## src/rtl/core/itda_pkg.sv

```systemverilog
`timescale 1ns / 1ps
// Shared types and constants for the signed integer to decimal ASCII converter.
// No dependencies; every other file of the block imports this package.
package itda_pkg;

    localparam int VALUE_W     = 32;
    localparam int MAX_DIGITS  = 10;
    localparam int DIGIT_W     = 4;
    localparam int DIGITS_W    = MAX_DIGITS * DIGIT_W;
    localparam int NDIG_W      = $clog2(MAX_DIGITS + 1);
    localparam int CHAR_W      = 6;
    localparam int QUEUE_DEPTH = 2;
    localparam int QPTR_W      = $clog2(QUEUE_DEPTH);
    localparam int QCNT_W      = $clog2(QUEUE_DEPTH + 1);

    // Reciprocal of ten scaled by 2^35, rounded up; exact quotient for 32-bit inputs.
    localparam logic [VALUE_W-1:0] RECIP_TEN   = 32'hCCCC_CCCD;
    localparam int                 RECIP_SHIFT = 35;

    localparam logic [CHAR_W-1:0] ASCII_ZERO  = 6'd48;
    localparam logic [CHAR_W-1:0] ASCII_MINUS = 6'd45;

    // One converted number. Digits are packed with the most significant digit
    // in the lowest nibble, so the emitter shifts right by one nibble a step.
    typedef struct packed {
        logic                neg;
        logic [NDIG_W-1:0]   ndig;
        logic [DIGITS_W-1:0] digits;
    } t_entry;

endpackage

```

## src/rtl/core/itda_queue.sv

```systemverilog
`timescale 1ns / 1ps
// Short queue of converted numbers between the front end and the emitter.
// Depends on itda_pkg.
module itda_queue (
    input  logic             i_clk,
    input  logic             i_rst_n,
    input  logic             i_push,
    input  itda_pkg::t_entry i_entry,
    output logic             o_space,
    input  logic             i_pop,
    output logic             o_avail,
    output itda_pkg::t_entry o_entry
);
    import itda_pkg::*;

    t_entry              r_slots [QUEUE_DEPTH];
    logic [QPTR_W-1:0]   r_wp;
    logic [QPTR_W-1:0]   r_rp;
    logic [QCNT_W-1:0]   r_cnt;

    assign o_space = (r_cnt != QCNT_W'(QUEUE_DEPTH));
    assign o_avail = (r_cnt != '0);
    assign o_entry = r_slots[r_rp];

    always_ff @(posedge i_clk) begin
        if (!i_rst_n) begin
            r_wp  <= '0;
            r_rp  <= '0;
            r_cnt <= '0;
        end else begin
            if (i_push) r_wp <= (r_wp == QPTR_W'(QUEUE_DEPTH - 1)) ? '0 : r_wp + QPTR_W'(1);
            if (i_pop)  r_rp <= (r_rp == QPTR_W'(QUEUE_DEPTH - 1)) ? '0 : r_rp + QPTR_W'(1);
            if (i_push && !i_pop) begin
                r_cnt <= r_cnt + QCNT_W'(1);
            end else if (i_pop && !i_push) begin
                r_cnt <= r_cnt - QCNT_W'(1);
            end
        end
    end

    always_ff @(posedge i_clk) begin
        if (i_push) r_slots[r_wp] <= i_entry;
    end

endmodule

```

## config.mk

```make
export PLATFORM = sky130hd
export DESIGN_NAME = itda_queue
export DESIGN_NICKNAME = d
export VERILOG_FILES = /design/src/rtl/core/itda_pkg.sv /design/src/rtl/core/itda_queue.sv
export SDC_FILE = /design/constraint.sdc
export NUM_CORES = 1
export LEC_CHECK = 0
export BUFFER_PORTS_ARGS = -buffer_cell sky130_fd_sc_hd__buf_2
export CAP_MARGIN = 20
export CORE_MARGIN = 3
export CORE_UTILIZATION = 51
export DETAILED_ROUTE_END_ITERATION = 8
export HOLD_SLACK_MARGIN = 0.03
export PLACE_DENSITY = 0.78
export SYNTH_ARGS = -nofsm -noshare
export SYNTH_HDL_FRONTEND = slang
export SYNTH_SLANG_ARGS = --single-unit
```

## constraint.sdc

```tcl
create_clock -name i_clk -period 3.7 [get_ports i_clk]
set_input_delay 0.555 -clock i_clk [delete_from_list [all_inputs] [get_ports i_clk]]
set_output_delay 0.555 -clock i_clk [all_outputs]
set_load 0.005 [all_outputs]
```

==> results.sh <==
export IMPL_ys_seq_elements=95
export IMPL_end_kind="output port"
export IMPL_drtIter0Drc=77
export IMPL_arrival_ns=1.77
export IMPL_p_per_area_nw_per_um2=516
export IMPL_core_area_um2=6490
export IMPL_clock_path_buffers=2
export IMPL_crit_required_ns=3.14
export IMPL_grt_first_pass_wirelength_um=8700
export IMPL_diodes=0
export IMPL_rsz0062_at_grt="no"
export IMPL_critPathMaxFanout=27
export IMPL_die_h_um=88.6
export IMPL_dp_hpwl_um=3690
export IMPL_synth_area_per_cell_um2=21.5
export IMPL_grt_pass1_vias=1789
export IMPL_clock_root_buffer="clkbuf_8"
export IMPL_slew_headroom_pct=51.1
export IMPL_grt_max_degree=46
export IMPL_r2r_cells=2
export IMPL_critical_path_class="reg -> out"
export IMPL_cts_setup_buffers=0
export IMPL_grt_usage_pct=15.3
export IMPL_drc=0
export IMPL_cap_violations=0
export IMPL_vias=1757
export IMPL_grt_overflow=0
export IMPL_antenna_found_initial=0
export IMPL_gp_congestion=0.655
export IMPL_die_x_um=88.6
export IMPL_min_period_ns=2.32
export IMPL_rr_endpoint="r_slots[0][20]$_DFFE_PP_"
export IMPL_crit_slowest_cell="dfxtp_2"
export IMPL_fp_row_count=29
export IMPL_syn_to_final_growth_pct=23.2
export IMPL_stdcell_count=348
export IMPL_skew_ns=0.00974
export IMPL_cts_buffers=9
export IMPL_cts_htree_levels=3
export IMPL_dieArea_um2=7850
export IMPL_cts_tree="done"
export IMPL_io_pins=96
export IMPL_wl_per_cell_um=16.6
export IMPL_yosysUniqueCellTypes=17
export IMPL_peakVddDrop_mv=0.323
export IMPL_numClockSinks=95
export IMPL_finalHoldViolCount=0
export IMPL_hold_end="r_slots[0][44]$_DFFE_PP_"
export IMPL_fin_crit_sh_pct=62.8
export IMPL_tns_ns=0
export IMPL_drt_total_wl_um=5780
export IMPL_synth_cell_area_um2=3480
export IMPL_start_util_pct=53.6
export IMPL_finalSetupViolCount=0
export IMPL_cts_hold_buf=0
export IMPL_path_clk_slew_ns=0.09
export IMPL_reg2reg_from="r_wp$_SDFFE_PN0P_"
export IMPL_slowest_delay_ns=0.66
export IMPL_path_delay_family="flip-flops"
export IMPL_max_freq_mhz=430
export IMPL_drive_above_1_share_pct=43.2
export IMPL_dp_cells=330
export IMPL_holdCritPathClass="in -> reg"
export IMPL_tightest_slew_ns=0.731
export IMPL_maxSlewViolCount=0
export IMPL_port_buffers=95
export IMPL_min_path_cells=1
export IMPL_final_nets=316
export IMPL_seq_area_frac_synth_pct=80.6
export IMPL_hp_start="i_entry[44]"
export IMPL_r2r_setup_slack_ns=1.99
export IMPL_final_common_cell="buf_2"
export IMPL_synth_cells=162
export IMPL_vias_per_cell=5.05
export IMPL_cp_start_kind="flop"
export IMPL_syn_nets=212
export IMPL_path_cells="buf_12 > mux2_1 > buf_2"
export IMPL_worst_path_buf_inv=2
export IMPL_ant_nets=0
export IMPL_layout_common_cells="95 x buf_2, 90 x edfxtp_1, 45 x mux2_1, 9 x clkbuf_8, 4 x dfxtp_1"
export IMPL_clkLatencyLatePin_ns=0.35
export IMPL_firstDrtPassIters=4
export IMPL_ys_warnings_count=0
export IMPL_power_leakage_nw=1.64
export IMPL_outcome="completed"
export IMPL_cts_resized=0
[worst register-to-register path, stage by stage (launching register included)]
cell and delay [ns]:
dfxtp_1 0.35, nor2b_4 0.60, buf_4 0.43
[cell families (layout without fill, tap and decap cells)]
| kind of cell | count (synthesis) | after routing | share of synthesized area (%) |
|---|---|---|---|
| xor+xnor | 3 | 3 | 0.756 |
| compound gates | 3 | 3 | 0.576 |
| fa+ha+maj | 1 | 1 | 0.360 |
| simple gates | 9 | 9 | 1.62 |
| mux | 45 | 45 | 14.6 |
| flops | 95 | 95 | 80.6 |
| buf+inv | 6 | 115 | 1.55 |
[synthesized netlist by cell type]
master    number  area (um^2)
edfxtp_1      90         2700
mux2_1        45          507
dfxtp_1        5          100
and2_1         4         25.0
buf_6          4         45.0
nor2b_1        2         12.5
xor2_1         2         17.5
a21boi_1       1         7.51
buf_2          1         5.00
ha_1           1         12.5
inv_1          1         3.75
nand2b_1       1         6.26
o21a_1         1         7.51
o21ai_0        1         5.00
or2_1          1         6.26
or3_1          1         6.26
xnor2_1        1         8.76
[worst max-delay path by stage]
stage          slack (ns)                 endpoint  cells past startpoint  startpoint
3_3_place_gp         1.51              o_entry[25]                      2        flop
5_1_grt              1.26               o_entry[8]                      3        flop
2_1_floorplan        0.66  r_slots[0][0]$_DFFE_PP_                      1      i_push
3_5_place_dp         1.50              o_entry[31]                      2        flop
6_report             1.38               o_entry[8]                      3        flop
4_1_cts              1.10              o_entry[25]                      2        flop
[registers in the layout (all words and copies together), names as in the netlist, named ones only]
register	count
r_cnt	2
r_slots	90
r_wp	1
r_rp	1
[metrics by stage]
step / setup slack [ns] / power [mW] / cell area (um^2) / hold slack, ns / utilization (%)
after floorplan: 0.657 / 1.39 / 3480 / 0.465 / -
after global placement: 1.51 / 1.48 / 4020 / 0.487 / 61.9
after detailed placement: 1.50 / 1.49 / 4020 / 0.546 / 61.9
after CTS: 1.10 / 2.23 / 4250 / 0.371 / 65.4
after global routing: 1.26 / 2.31 / 4290 / 0.363 / 66.0
final: 1.38 / 2.21 / 4290 / 0.387 / 66.0
[per-layer routing]
layer	wire length, um	GRT usage (%)	vias to the layer above
met5	0	0	-
met4	100	7.01	0
met3	406	5.21	10
met2	2940	25.0	61
met1	2330	18.5	846
li1	-	-	840
[report_power, final]
group | total, mW | leakage (nW) | switching [mW] | internal, mW
Combinational | 0.203 | 0.635 | 0.0964 | 0.106
Sequential | 1.26 | 0.887 | 0.0230 | 1.24
Clock | 0.747 | 0.114 | 0.358 | 0.389
Total | 2.21 | 1.64 | 0.477 | 1.73
[cell type report]
type | count | area, um^2
Fill cell | 461 | 2210
Inverter | 1 | 3.75
Multi-Input combinational cell | 61 | 631
Tap cell | 77 | 96.3
Clock inverter | 7 | 104
Timing Repair Buffer | 98 | 523
Clock buffer | 9 | 124
Sequential cell | 95 | 2800
Note: power is estimated with default switching activity, not from simulation.
