$ cat src/rtl/core/itda_pkg.sv
`timescale 1ns / 1ps
// Shared types and constants for the signed integer to decimal ASCII converter.
// No dependencies; every other file of the block imports this package.
package itda_pkg;

    localparam int VALUE_W     = 32;
    localparam int MAX_DIGITS  = 10;
    localparam int DIGIT_W     = 4;
    localparam int DIGITS_W    = MAX_DIGITS * DIGIT_W;
    localparam int NDIG_W      = $clog2(MAX_DIGITS + 1);
    localparam int CHAR_W      = 6;
    localparam int QUEUE_DEPTH = 2;
    localparam int QPTR_W      = $clog2(QUEUE_DEPTH);
    localparam int QCNT_W      = $clog2(QUEUE_DEPTH + 1);

    // Reciprocal of ten scaled by 2^35, rounded up; exact quotient for 32-bit inputs.
    localparam logic [VALUE_W-1:0] RECIP_TEN   = 32'hCCCC_CCCD;
    localparam int                 RECIP_SHIFT = 35;

    localparam logic [CHAR_W-1:0] ASCII_ZERO  = 6'd48;
    localparam logic [CHAR_W-1:0] ASCII_MINUS = 6'd45;

    // One converted number. Digits are packed with the most significant digit
    // in the lowest nibble, so the emitter shifts right by one nibble a step.
    typedef struct packed {
        logic                neg;
        logic [NDIG_W-1:0]   ndig;
        logic [DIGITS_W-1:0] digits;
    } t_entry;

endpackage

$ cat src/rtl/core/itda_back.sv
`timescale 1ns / 1ps
// Emitter: sends the characters of each queued number through an output register,
// sign first, one per cycle while the receiver is ready. Depends on itda_pkg.
module itda_back (
    input  logic                          i_clk,
    input  logic                          i_rst_n,
    input  logic                          i_avail,
    input  itda_pkg::t_entry              i_entry,
    output logic                          o_pop,
    output logic                          o_valid,
    input  logic                          i_ready,
    output logic [itda_pkg::CHAR_W-1:0]   o_char_code,
    output logic                          o_last_char
);
    import itda_pkg::*;

    logic                  r_busy;
    logic                  r_neg_pend;
    logic [NDIG_W-1:0]     r_left;
    logic [DIGITS_W-1:0]   r_digits;
    logic                  r_ovalid;
    logic [CHAR_W-1:0]     r_char;
    logic                  r_last;

    logic                  advance;
    logic                  finishing;

    assign advance   = r_busy && (!r_ovalid || i_ready);
    assign finishing = !r_neg_pend && (r_left == NDIG_W'(1));
    assign o_pop     = i_avail && (!r_busy || (advance && finishing));

    assign o_valid     = r_ovalid;
    assign o_char_code = r_char;
    assign o_last_char = r_last;

    always_ff @(posedge i_clk) begin
        if (!i_rst_n) begin
            r_busy   <= 1'b0;
            r_ovalid <= 1'b0;
        end else begin
            if (o_pop) begin
                r_busy <= 1'b1;
            end else if (advance && finishing) begin
                r_busy <= 1'b0;
            end
            if (advance) begin
                r_ovalid <= 1'b1;
            end else if (i_ready) begin
                r_ovalid <= 1'b0;
            end
        end
    end

    always_ff @(posedge i_clk) begin
        if (advance) begin
            if (r_neg_pend) begin
                r_char <= ASCII_MINUS;
                r_last <= 1'b0;
            end else begin
                r_char <= ASCII_ZERO + {{CHAR_W-DIGIT_W{1'b0}}, r_digits[DIGIT_W-1:0]};
                r_last <= finishing;
            end
        end
        if (o_pop) begin
            r_neg_pend <= i_entry.neg;
            r_left     <= i_entry.ndig;
            r_digits   <= i_entry.digits;
        end else if (advance) begin
            if (r_neg_pend) begin
                r_neg_pend <= 1'b0;
            end else begin
                r_left   <= r_left - NDIG_W'(1);
                r_digits <= {{DIGIT_W{1'b0}}, r_digits[DIGITS_W-1:DIGIT_W]};
            end
        end
    end

endmodule

$ cat config.mk
export PLATFORM = sky130hd
export DESIGN_NAME = itda_back
export DESIGN_NICKNAME = d
export VERILOG_FILES = /design/src/rtl/core/itda_pkg.sv /design/src/rtl/core/itda_back.sv
export SDC_FILE = /design/constraint.sdc
export NUM_CORES = 1
export LEC_CHECK = 0
export BUFFER_PORTS_ARGS = -buffer_cell sky130_fd_sc_hd__buf_2
export CORE_ASPECT_RATIO = 0.5
export CORE_UTILIZATION = 55
export CTS_CLUSTER_SIZE = 12
export DETAILED_ROUTE_END_ITERATION = 12
export HOLD_SLACK_MARGIN = 0.03
export MAX_ROUTING_LAYER = met4
export PLACE_DENSITY = 0.8
export SYNTH_ARGS = -nofsm -noshare
export SYNTH_HDL_FRONTEND = slang
export SYNTH_SLANG_ARGS = --single-unit
$ cat constraint.sdc
create_clock -name i_clk -period 13.35 [get_ports i_clk]
set_input_delay 2.67 -clock i_clk [delete_from_list [all_inputs] [get_ports i_clk]]
set_output_delay 2.67 -clock i_clk [all_outputs]
set_load 0.05 [all_outputs]
==> flow_metrics.py, run 1 <==
metrics = {
    "routing": {
        "vias": 1243,
        "drtAntennaViolNets": 0,
        "wire_per_inst_um": 14.9,
        "drt_first_pass_iters": 4,
        "avgViaCountPerCell": 5.07,
        "drtIter0Drc": 50,
        "drc": 0,
        "routed_wl_um": 3650,
    },
    "sta": {
        "skew_ns": 0.00663,
        "rsz0062_at_grt": "false",
        "setup_ws_ns": 7.24,
        "hold_viol": 0,
        "slew_viol_final": 0,
        "post-route-period-util": 0.458,
        "timing.fmax_mhz": 164,
        "slew_headroom": 0.520,
        "worstMarginPinSlew_ns": 0.720,
        "setup_viol": 0,
        "period_minus_slack_ns": 6.11,
        "setup_tns_ns": 0,
    },
    "logic_synthesis": {
        "synth-simple-area-share": 0.0424,
        "netlist_area_um2": 2450,
        "synth_area_leaders": "edfxtp_1 (63%), mux2_4 (23%), buf_6 (1.8%)",
        "synthAdderAreaFrac": 0.0102,
        "ys_warn_count": 0,
        "synth-compound-area-share": 0.0225,
        "ys_ff_latch": 53,
        "yosysMostFrequentCell": "edfxtp_1",
        "async_flop_share": 0,
        "synth.largest_area_cell": "edfxtp_1",
        "synth_top_area_share": 0.626,
        "synthXorXnorAreaFrac": 0.00716,
        "synthCells": 131,
        "synth.avg_cell_area_um2": 18.7,
        "synthTopCellsByCount": "edfxtp_1 (51), mux2_4 (37), inv_1 (8)",
        "synth_enable_flop_cells": 51,
        "syn-num-nets": 182,
        "yosysSeqAreaShare": 0.642,
        "synth_ff_type": "edfxtp_1",
        "synthMuxAreaShare": 0.240,
        "synth_cell_types": 23,
        "synth_top_family_by_area": "multiplexers",
    },
    "floorplanning": {
        "die_area_um2": 4740,
        "dieHeight_um": 49.2,
        "start_util": 0.599,
        "die_w_um": 96.3,
        "fp-row-count": 16,
        "io_pins": 58,
        "core_um2": 4080,
    },
    "final_layout": {
        "syn_to_final_growth_pct": 16.4,
        "final_util": 0.698,
        "drive_gt1_frac": 0.581,
        "finalNonFillerCells": 245,
        "insertedDiodeCount": 0,
        "nNetsFinal": 242,
    },
    "pwr": {
        "p_leak_uw": 0.00126,
        "power.density_nw_per_um2": 131,
        "ir_drop_mv": 0.0914,
    },
    "global_routing": {
        "grt_pass1_wl_um": 6010,
        "grt_pass1_vias": 1258,
        "grt_max_degree": 42,
        "gr-usage-all-layers": 0.181,
        "antenna_found_initial": 0,
        "grt_remaining_overflow": 0,
    },
    "setup_path": {
        "reg2reg_slack_ns": 10.72,
        "reg2reg_depth": 5,
        "cp.arrival_ns": 3.44,
        "cp.required_ns": 10.68,
        "path_class": "in2out",
        "r2r_end": "r_digits[39]$_SDFFCE_PP0P_",
        "path_max_fanout": 4,
        "critPathLaunchType": "primary input",
        "endpoint_kind": "output pin",
        "r2r_start": "r_neg_pend$_SDFFCE_PP0P_",
    },
    "min_path": {
        "hold_class": "reg2reg",
        "min_from": "r_digits[3]$_DFFE_PP_",
        "hold_end": "o_char_code[3]$_SDFFCE_PP1P_",
        "hold_depth": 1,
    },
    "placement": {
        "gp_congestion": 0.755,
        "hpwl_um": 2540,
        "port_buffers": 56,
        "place_ws_ns": 7.24,
        "placed_cells": 238,
    },
    "cts": {
        "hold_buffers": 0,
        "clk_path_buf_depth": 2,
        "insertion_delay_ns": 0.30,
        "cts_tree": "built",
        "cts-htree-levels": 2,
        "cts_buffers": 5,
        "clockRootBuffer": "clkbuf_8",
        "cts_resized": 0,
        "clk_transition_reported_paths_ns": 0.09,
        "postCtsSetupRepairBufs": 0,
        "cts_sinks": 53,
    },
    "run_status": {
        "outcome": "finished clean",
    },
    "job": {
        "maxCapViolCount": 0,
    },
}
## layout make-up
cell class                 instances  area, um^2
tap                               54        67.6
clock buffer                       5        68.8
clock inverter                     2        11.3
timing repair buffer              58         295
inverter                           8        30.0
fill                             284        1230
multi-input combinational         65         805
sequential                        53        1570
## per-layer routing
metal | up-vias | wire length [um] | global-route usage
met2 | 35 | 1770 | 0.267
met5 | - | 0 | -
met3 | 4 | 208 | 0.0592
met4 | 0 | 25 | 0.0441
li1 | 605 | - | -
met1 | 599 | 1650 | 0.245
## per-stage QoR
step           hold WS, ns  instance area [um^2]  total power [uW]
2_1_floorplan        0.479                  2450               278
3_3_place_gp         0.481                  2770               290
3_5_place_dp         0.491                  2770               293
4_1_cts              0.515                  2850               377
5_1_grt              0.553                  2850               390
6_report             0.514                  2850               374
## worst max-delay path, stage by stage
cell	delay [ns]
buf_2	0.09
nand2b_1	0.21
a31oi_4	0.20
inv_1	0.05
buf_2	0.20
## worst max path at each step
stage | slack, ns | from | to | cells past startpoint
after global routing | 7.18 | i_ready | o_pop | 5
after CTS | 7.23 | i_ready | o_pop | 5
after detailed placement | 7.24 | i_avail | o_pop | 5
final | 7.24 | i_ready | o_pop | 5
after floorplan | 6.77 | i_ready | r_digits[0]$_DFFE_PP_ | 3
after global placement | 7.26 | i_ready | o_pop | 5
## layout by cell type (no fill, tap or decap)
| cell | count |
|---|---|
| xor2_1 | 2 |
| a21o_2 | 1 |
| ha_1 | 2 |
| clkbuf_8 | 5 |
| o21ai_0 | 1 |
| clkinv_1 | 1 |
| nor3_1 | 1 |
| mux2_2 | 2 |
| dfxtp_1 | 2 |
| nor2b_1 | 1 |
| buf_4 | 2 |
| a31oi_4 | 1 |
| nor4b_4 | 1 |
| buf_2 | 56 |
| or2_2 | 3 |
| edfxtp_1 | 51 |
| mux2i_1 | 1 |
| conb_1 | 1 |
| clkinvlp_4 | 1 |
| o21ai_4 | 1 |
| nand2_1 | 1 |
| mux2_4 | 37 |
| inv_1 | 8 |
| a21boi_0 | 2 |
| and2b_2 | 1 |
| and3_1 | 5 |
| nand2b_1 | 1 |
## power by group
group	switching [uW]	internal [uW]
Combinational	31.2	38.3
Sequential	7.91	211
Clock	50.4	35.3
Total	89.5	285
## flip-flops by register name, summed over array words and instances, names as in the netlist
register and count:
o_char_code 5, r_left 4, r_digits 40, r_busy 1
o_last_char 1, r_neg_pend 1, o_valid 1
## logic make-up (layout without fill, tap and decap cells)
kind of cell | count (synthesis) | in the layout
AOI/OAI and AO/OA | 6 | 6
xor gates and xnor gates | 2 | 2
adders and majority gates | 2 | 2
buffers and inverters | 13 | 73
DFF | 53 | 53
muxes | 40 | 40
other | 1 | 1
and+or+nand+nor | 14 | 14
(Power assumes the default switching activity.)
==> inputs of run 2 (changes only) <==
CORE_UTILIZATION = 48   (was 55)
PLACE_DENSITY = 0.73   (was 0.8)
clock period = 5.5 ns   (was 13.35 ns; I/O delays follow)
==> flow_metrics.py, run 2 (synthesized netlist as in run 1, its figures left out) <==
metrics = {
    "run_status": {
        "outcome": "finished clean",
    },
    "global_routing": {
        "use_met2": 0.250,
        "grt_max_degree": 34,
        "grt_remaining_overflow": 0,
        "antenna_found_initial": 0,
        "grtUsageMet3": 0.0733,
        "grt_pass1_wl_um": 5940,
        "gr-usage-all-layers": 0.166,
        "grt_pass1_vias": 1230,
        "met1_usage": 0.200,
        "grt-busiest-layer": "met2",
    },
    "placement": {
        "port_buffers": 56,
        "hpwl_um": 2680,
        "place_ws_ns": 1.99,
        "place_area_um2": 2780,
        "gp_congestion": 0.731,
    },
    "final_layout": {
        "layout.area.seq_um2": 1570,
        "fill_cells": 359,
        "finalInstanceArea_um2": 2900,
        "drive_gt1_frac": 0.589,
        "nNetsFinal": 242,
        "insertedDiodeCount": 0,
        "final_cell_mix": "buf_2 (56), edfxtp_1 (51), mux2_4 (37)",
        "multiInputGateArea_um2": 805,
        "top_register": "r_digits",
        "largest_register_ffs": 40,
        "final_common_cell": "buf_2",
        "syn_to_final_growth_pct": 18.7,
        "final_util": 0.626,
    },
    "sta": {
        "hold_viol": 0,
        "post-route-period-util": 0.638,
        "worstMarginPinSlew_ns": 0.777,
        "skew_ns": 0.00816,
        "timing.fmax_mhz": 285,
        "slew_headroom": 0.482,
        "period_minus_slack_ns": 3.51,
        "slew_viol_final": 0,
        "setup_tns_ns": 0,
        "whs_ns": 0.507,
        "setup_ws_ns": 1.99,
        "rsz0062_at_grt": "false",
        "setup_viol": 0,
    },
    "cts": {
        "clk_path_buf_depth": 2,
        "cts_tree": "built",
        "hold_buffers": 0,
        "cts-htree-levels": 2,
        "cts_sinks": 53,
        "clockRootBuffer": "clkbuf_8",
        "cts_resized": 0,
        "cts_buffers": 5,
        "insertion_delay_ns": 0.31,
        "postCtsSetupRepairBufs": 0,
        "clk_transition_reported_paths_ns": 0.10,
    },
    "setup_path": {
        "r2r_end": "r_digits[27]$_DFFE_PP_",
        "crit_path_start": "i_ready",
        "worst-path-stages": 5,
        "crit_chain": "buf_2, nand2b_1, a31oi_4, inv_1, buf_2",
        "r2r_start": "r_neg_pend$_SDFFCE_PP0P_",
        "endpoint_kind": "output pin",
        "reg2reg_slack_ns": 2.59,
        "path_class": "in2out",
        "max_stage_delay_ns": 0.68,
        "cp.required_ns": 4.40,
        "critPathLaunchType": "primary input",
        "crit_family": "compound AO/OA/AOI/OAI gates",
        "crit_buf_inv": 3,
        "reg2reg_depth": 5,
        "path_max_fanout": 17,
        "endpoint": "o_pop",
        "cp_common_cell": "buf_2",
        "timing.critical_path.slowest_stage_cell": "a31oi_4",
        "cp.arrival_ns": 2.41,
    },
    "pwr": {
        "clkPwrFrac": 0.285,
        "p_sw_frac": 0.234,
        "p_leak_uw": 0.00128,
        "power.density_nw_per_um2": 339,
        "internal_power_uw": 754,
        "power_frac_seq": 0.542,
        "switching_power_uw": 230,
        "ir_drop_mv": 0.154,
        "p_comb_frac": 0.173,
    },
    "routing": {
        "drtAntennaViolNets": 0,
        "routed_wl_um": 3880,
        "drtIter0Drc": 31,
        "drc": 0,
        "wire_per_inst_um": 15.0,
        "avgViaCountPerCell": 4.90,
        "drt_first_pass_iters": 4,
        "vias": 1265,
    },
    "job": {
        "maxCapViolCount": 0,
    },
    "floorplanning": {
        "start_util": 0.528,
        "dieHeight_um": 52.5,
        "fp-row-count": 17,
        "die_area_um2": 5410,
        "io_pins": 58,
        "die_w_um": 103,
        "core_um2": 4640,
    },
    "min_path": {
        "hold_class": "reg2reg",
    },
}
==> run 2: changes by cell type in the layout (fill, tap and decap cells not counted), sizes merged <==
cell / before / now
bufinv: 0 / 1
clkinv: 1 / 0
clkbuf: 5 / 6
==> run 2: how the worst min path moves through the flow <==
stage	startpoint	end	slack, ns	depth (start not counted)
2_1_floorplan	r_digits[0]$_DFFE_PP_	o_char_code[0]$_SDFFCE_PP1P_	0.48	1
3_5_place_dp	r_digits[2]$_DFFE_PP_	o_char_code[2]$_SDFFCE_PP1P_	0.48	1
4_1_cts	r_digits[2]$_DFFE_PP_	o_char_code[2]$_SDFFCE_PP1P_	0.51	1
5_1_grt	r_digits[0]$_DFFE_PP_	o_char_code[0]$_SDFFCE_PP1P_	0.52	1
6_report	r_digits[2]$_DFFE_PP_	o_char_code[2]$_SDFFCE_PP1P_	0.51	1
3_3_place_gp	r_digits[2]$_DFFE_PP_	o_char_code[2]$_SDFFCE_PP1P_	0.48	1
==> run 2: through the flow <==
| stage | instances | total power (uW) |
|---|---|---|
| after CTS | 258 | 991 |
| after global routing | 258 | 1020 |
| after detailed placement | 250 | 713 |
| after floorplan | 131 | 674 |
| final | 258 | 983 |
| after global placement | 250 | 705 |
==> run 2: power groups by stage <==
stage | combinational (uW) | clock, uW | sequential, uW
2_1_floorplan | 121 | 0 | 553
3_3_place_gp | 166 | 0 | 539
3_5_place_dp | 171 | 0 | 542
4_1_cts | 172 | 286 | 533
5_1_grt | 184 | 298 | 538
6_report | 170 | 280 | 533
==> run 2: final cells by class <==
cell class | count | area share
tap | 66 | 0.0284
sequential | 53 | 0.541
multi-input combinational | 65 | 0.277
timing repair buffer | 58 | 0.102
inverter | 8 | 0.0103
clock buffer | 6 | 0.0284
clock inverter | 2 | 0.0129
==> run 2: worst register-to-register path: stages, from the launching register on <==
cell,delay [ns]
edfxtp_1,0.56
nor4b_4,0.51
a31oi_4,0.37
buf_4,0.42
o21ai_4,0.23
buf_4,0.46
==> run 2: routing by layer <==
metal  share of wire  wire length, um  vias up
li1                -                -      604
met1            0.46             1800      618
met2            0.45             1760       38
met3           0.069              268        5
met4           0.012               47        0
met5               0                0        -
==> inputs of run 3 (changes only) <==
ABC_AREA = 1   (was default)
CORE_UTILIZATION = 53   (was 48)
PLACE_DENSITY = 0.77   (was 0.73)
clock period = 3.3 ns   (was 5.5 ns; I/O delays follow)
==> flow_metrics.py, run 3 <==
metrics = {
    "run_status": {
        "outcome": "finished clean",
    },
    "floorplanning": {
        "fp-row-count": 16,
        "start_util": 0.581,
        "die_area_um2": 4790,
        "io_pins": 58,
        "die_w_um": 96.9,
        "dieHeight_um": 49.4,
        "core_um2": 4100,
    },
    "setup_path": {
        "crit_family": "buffers and inverters",
        "cp.required_ns": 2.64,
        "crit_path_start": "r_left[1]$_DFFE_PP_",
        "critPathLaunchType": "flip-flop",
        "path_class": "reg2out",
        "path_max_fanout": 27,
        "endpoint_kind": "output pin",
        "r2r_start": "r_left[1]$_DFFE_PP_",
        "crit_chain": "inv_1, ha_1, inv_1, nor2_1, nand3_1, nand2_2, nand2_2, inv_1, buf_2",
        "timing.critical_path.slowest_stage_cell": "edfxtp_1",
        "cp_common_cell": "inv_1",
        "crit_buf_inv": 4,
        "cp.arrival_ns": 1.94,
        "max_stage_delay_ns": 0.37,
    },
    "logic_synthesis": {
        "yosysMostFrequentCell": "nand2_1",
        "synthTopCellsByCount": "nand2_1 (85), edfxtp_1 (51), nand3_1 (42)",
        "synth_top_area_share": 0.642,
        "ys_warn_count": 0,
        "synth.avg_cell_area_um2": 10.1,
        "synth_ff_type": "edfxtp_1",
        "synth.largest_area_cell": "edfxtp_1",
        "synth_cell_types": 19,
        "yosysSeqAreaShare": 0.659,
        "synth_enable_flop_cells": 51,
        "async_flop_share": 0,
        "ys_ff_latch": 53,
        "netlist_area_um2": 2380,
        "syn-num-nets": 286,
        "synthCells": 235,
        "synth_area_leaders": "edfxtp_1 (64%), nand2_1 (13%), nand3_1 (8.8%)",
    },
    "routing": {
        "routed_wl_um": 4140,
        "wire_per_inst_um": 12.1,
        "vias": 1705,
        "drtAntennaViolNets": 0,
        "drt_first_pass_iters": 4,
        "avgViaCountPerCell": 4.99,
        "drc": 0,
        "drtIter0Drc": 74,
    },
    "sta": {
        "rsz0062_at_grt": "false",
        "hold_viol": 0,
        "worstMarginPinSlew_ns": 0.799,
        "slew_headroom": 0.465,
        "timing.fmax_mhz": 384,
        "setup_tns_ns": 0,
        "skew_ns": 0.00914,
        "post-route-period-util": 0.789,
        "slew_viol_final": 0,
        "period_minus_slack_ns": 2.60,
        "setup_ws_ns": 0.697,
        "setup_viol": 0,
    },
    "global_routing": {
        "gr-usage-all-layers": 0.190,
        "grt_remaining_overflow": 0,
        "antenna_found_initial": 0,
        "grt_pass1_wl_um": 6970,
        "grt_max_degree": 42,
        "grt_pass1_vias": 1617,
    },
    "cts": {
        "clk_path_buf_depth": 2,
        "cts_resized": 0,
        "cts_tree": "built",
        "cts_buffers": 5,
        "insertion_delay_ns": 0.29,
        "clk_transition_reported_paths_ns": 0.09,
        "postCtsSetupRepairBufs": 0,
        "hold_buffers": 0,
        "cts-htree-levels": 2,
        "cts_sinks": 53,
        "clockRootBuffer": "clkbuf_8",
    },
    "final_layout": {
        "final_common_cell": "nand2_1",
        "syn_to_final_growth_pct": 15.9,
        "fill_cells": 330,
        "finalInstanceArea_um2": 2770,
        "insertedDiodeCount": 0,
        "largest_register_ffs": 40,
        "final_cell_mix": "nand2_1 (85), buf_2 (56), edfxtp_1 (51)",
        "nNetsFinal": 338,
        "drive_gt1_frac": 0.250,
        "top_register": "r_digits",
    },
    "placement": {
        "place_ws_ns": 0.777,
        "place_area_um2": 2680,
        "port_buffers": 56,
        "hpwl_um": 2730,
        "gp_congestion": 0.728,
    },
    "job": {
        "maxCapViolCount": 0,
    },
    "pwr": {
        "p_sw_frac": 0.260,
        "p_leak_uw": 0.00132,
        "clkPwrFrac": 0.235,
        "internal_power_uw": 1080,
        "ir_drop_mv": 0.226,
        "power.density_nw_per_um2": 528,
        "p_comb_frac": 0.164,
        "power_frac_seq": 0.601,
        "switching_power_uw": 380,
    },
    "min_path": {
        "hold_class": "reg2reg",
        "min_from": "r_digits[2]$_DFFE_PP_",
    },
}
-- run 3: cell count changes after synthesis, sizes merged, moves of 2 or more --
cell    delta
nor2       +8
a21boi     -2
inv       +10
clkbuf     +5
nand3     +42
and3       -5
a21oi      +2
buf        +5
nand2     +86
mux2      -39
-- run 3: worst paths after layout --
check	end	slack [ns]	cells past startpoint
max	o_pop	0.70	9
min	o_char_code[2]$_SDFFCE_PP1P_	0.51	1
max reg2reg	r_left[3]$_DFFE_PP_	0.90	9
min reg2reg	o_char_code[2]$_SDFFCE_PP1P_	0.51	1
-- run 3: cell families after synthesis --
logic type / Yosys count / share of synthesized area
AO/OA/AOI/OAI: 3 / 0.00629
XOR/XNOR: 1 / 0.00367
adder cells (fa/ha/maj): 2 / 0.0105
buffers and inverters: 33 / 0.0661
flip-flops: 53 / 0.659
other: 1 / 0.00157
AND/OR/NAND/NOR: 142 / 0.253
-- run 3: final cells by class --
cell class                      count  area [um^2]  area share
Clock buffer                        7         76.3      0.0276
Clock inverter                      1         5.00     0.00181
Inverter                           18         67.6      0.0244
Multi-Input combinational cell    149          667       0.241
Sequential cell                    53         1570       0.568
Tap cell                           54         67.6      0.0244
Timing Repair Buffer               60          310       0.112
-- run 3: per-stage QoR --
stage / hold WS (ns) / utilization / std cells / total power [uW]
finish: 0.508 / 0.674 / 342 / 1460
global route: 0.530 / 0.674 / 342 / 1530
CTS: 0.511 / 0.674 / 342 / 1470
detailed placement: 0.488 / 0.654 / 334 / 1130
global placement: 0.489 / 0.654 / 334 / 1120
floorplan: 0.479 / - / 235 / 1060
-- run 3: power by group through the flow --
stage	sequential, uW	clock (uW)	combinational, uW
4_1_cts	877	353	243
2_1_floorplan	910	0	154
5_1_grt	886	375	273
3_5_place_dp	893	0	242
3_3_place_gp	889	0	233
6_report	877	343	239
-- run 3: per-layer routing --
layer  track usage  vias to the layer above  share of wire
li1              -                      875              -
met1         0.237                      787           0.45
met2         0.322                       41           0.49
met3        0.0559                        2          0.052
met4        0.0224                        0         0.0014
met5             -                        -              0
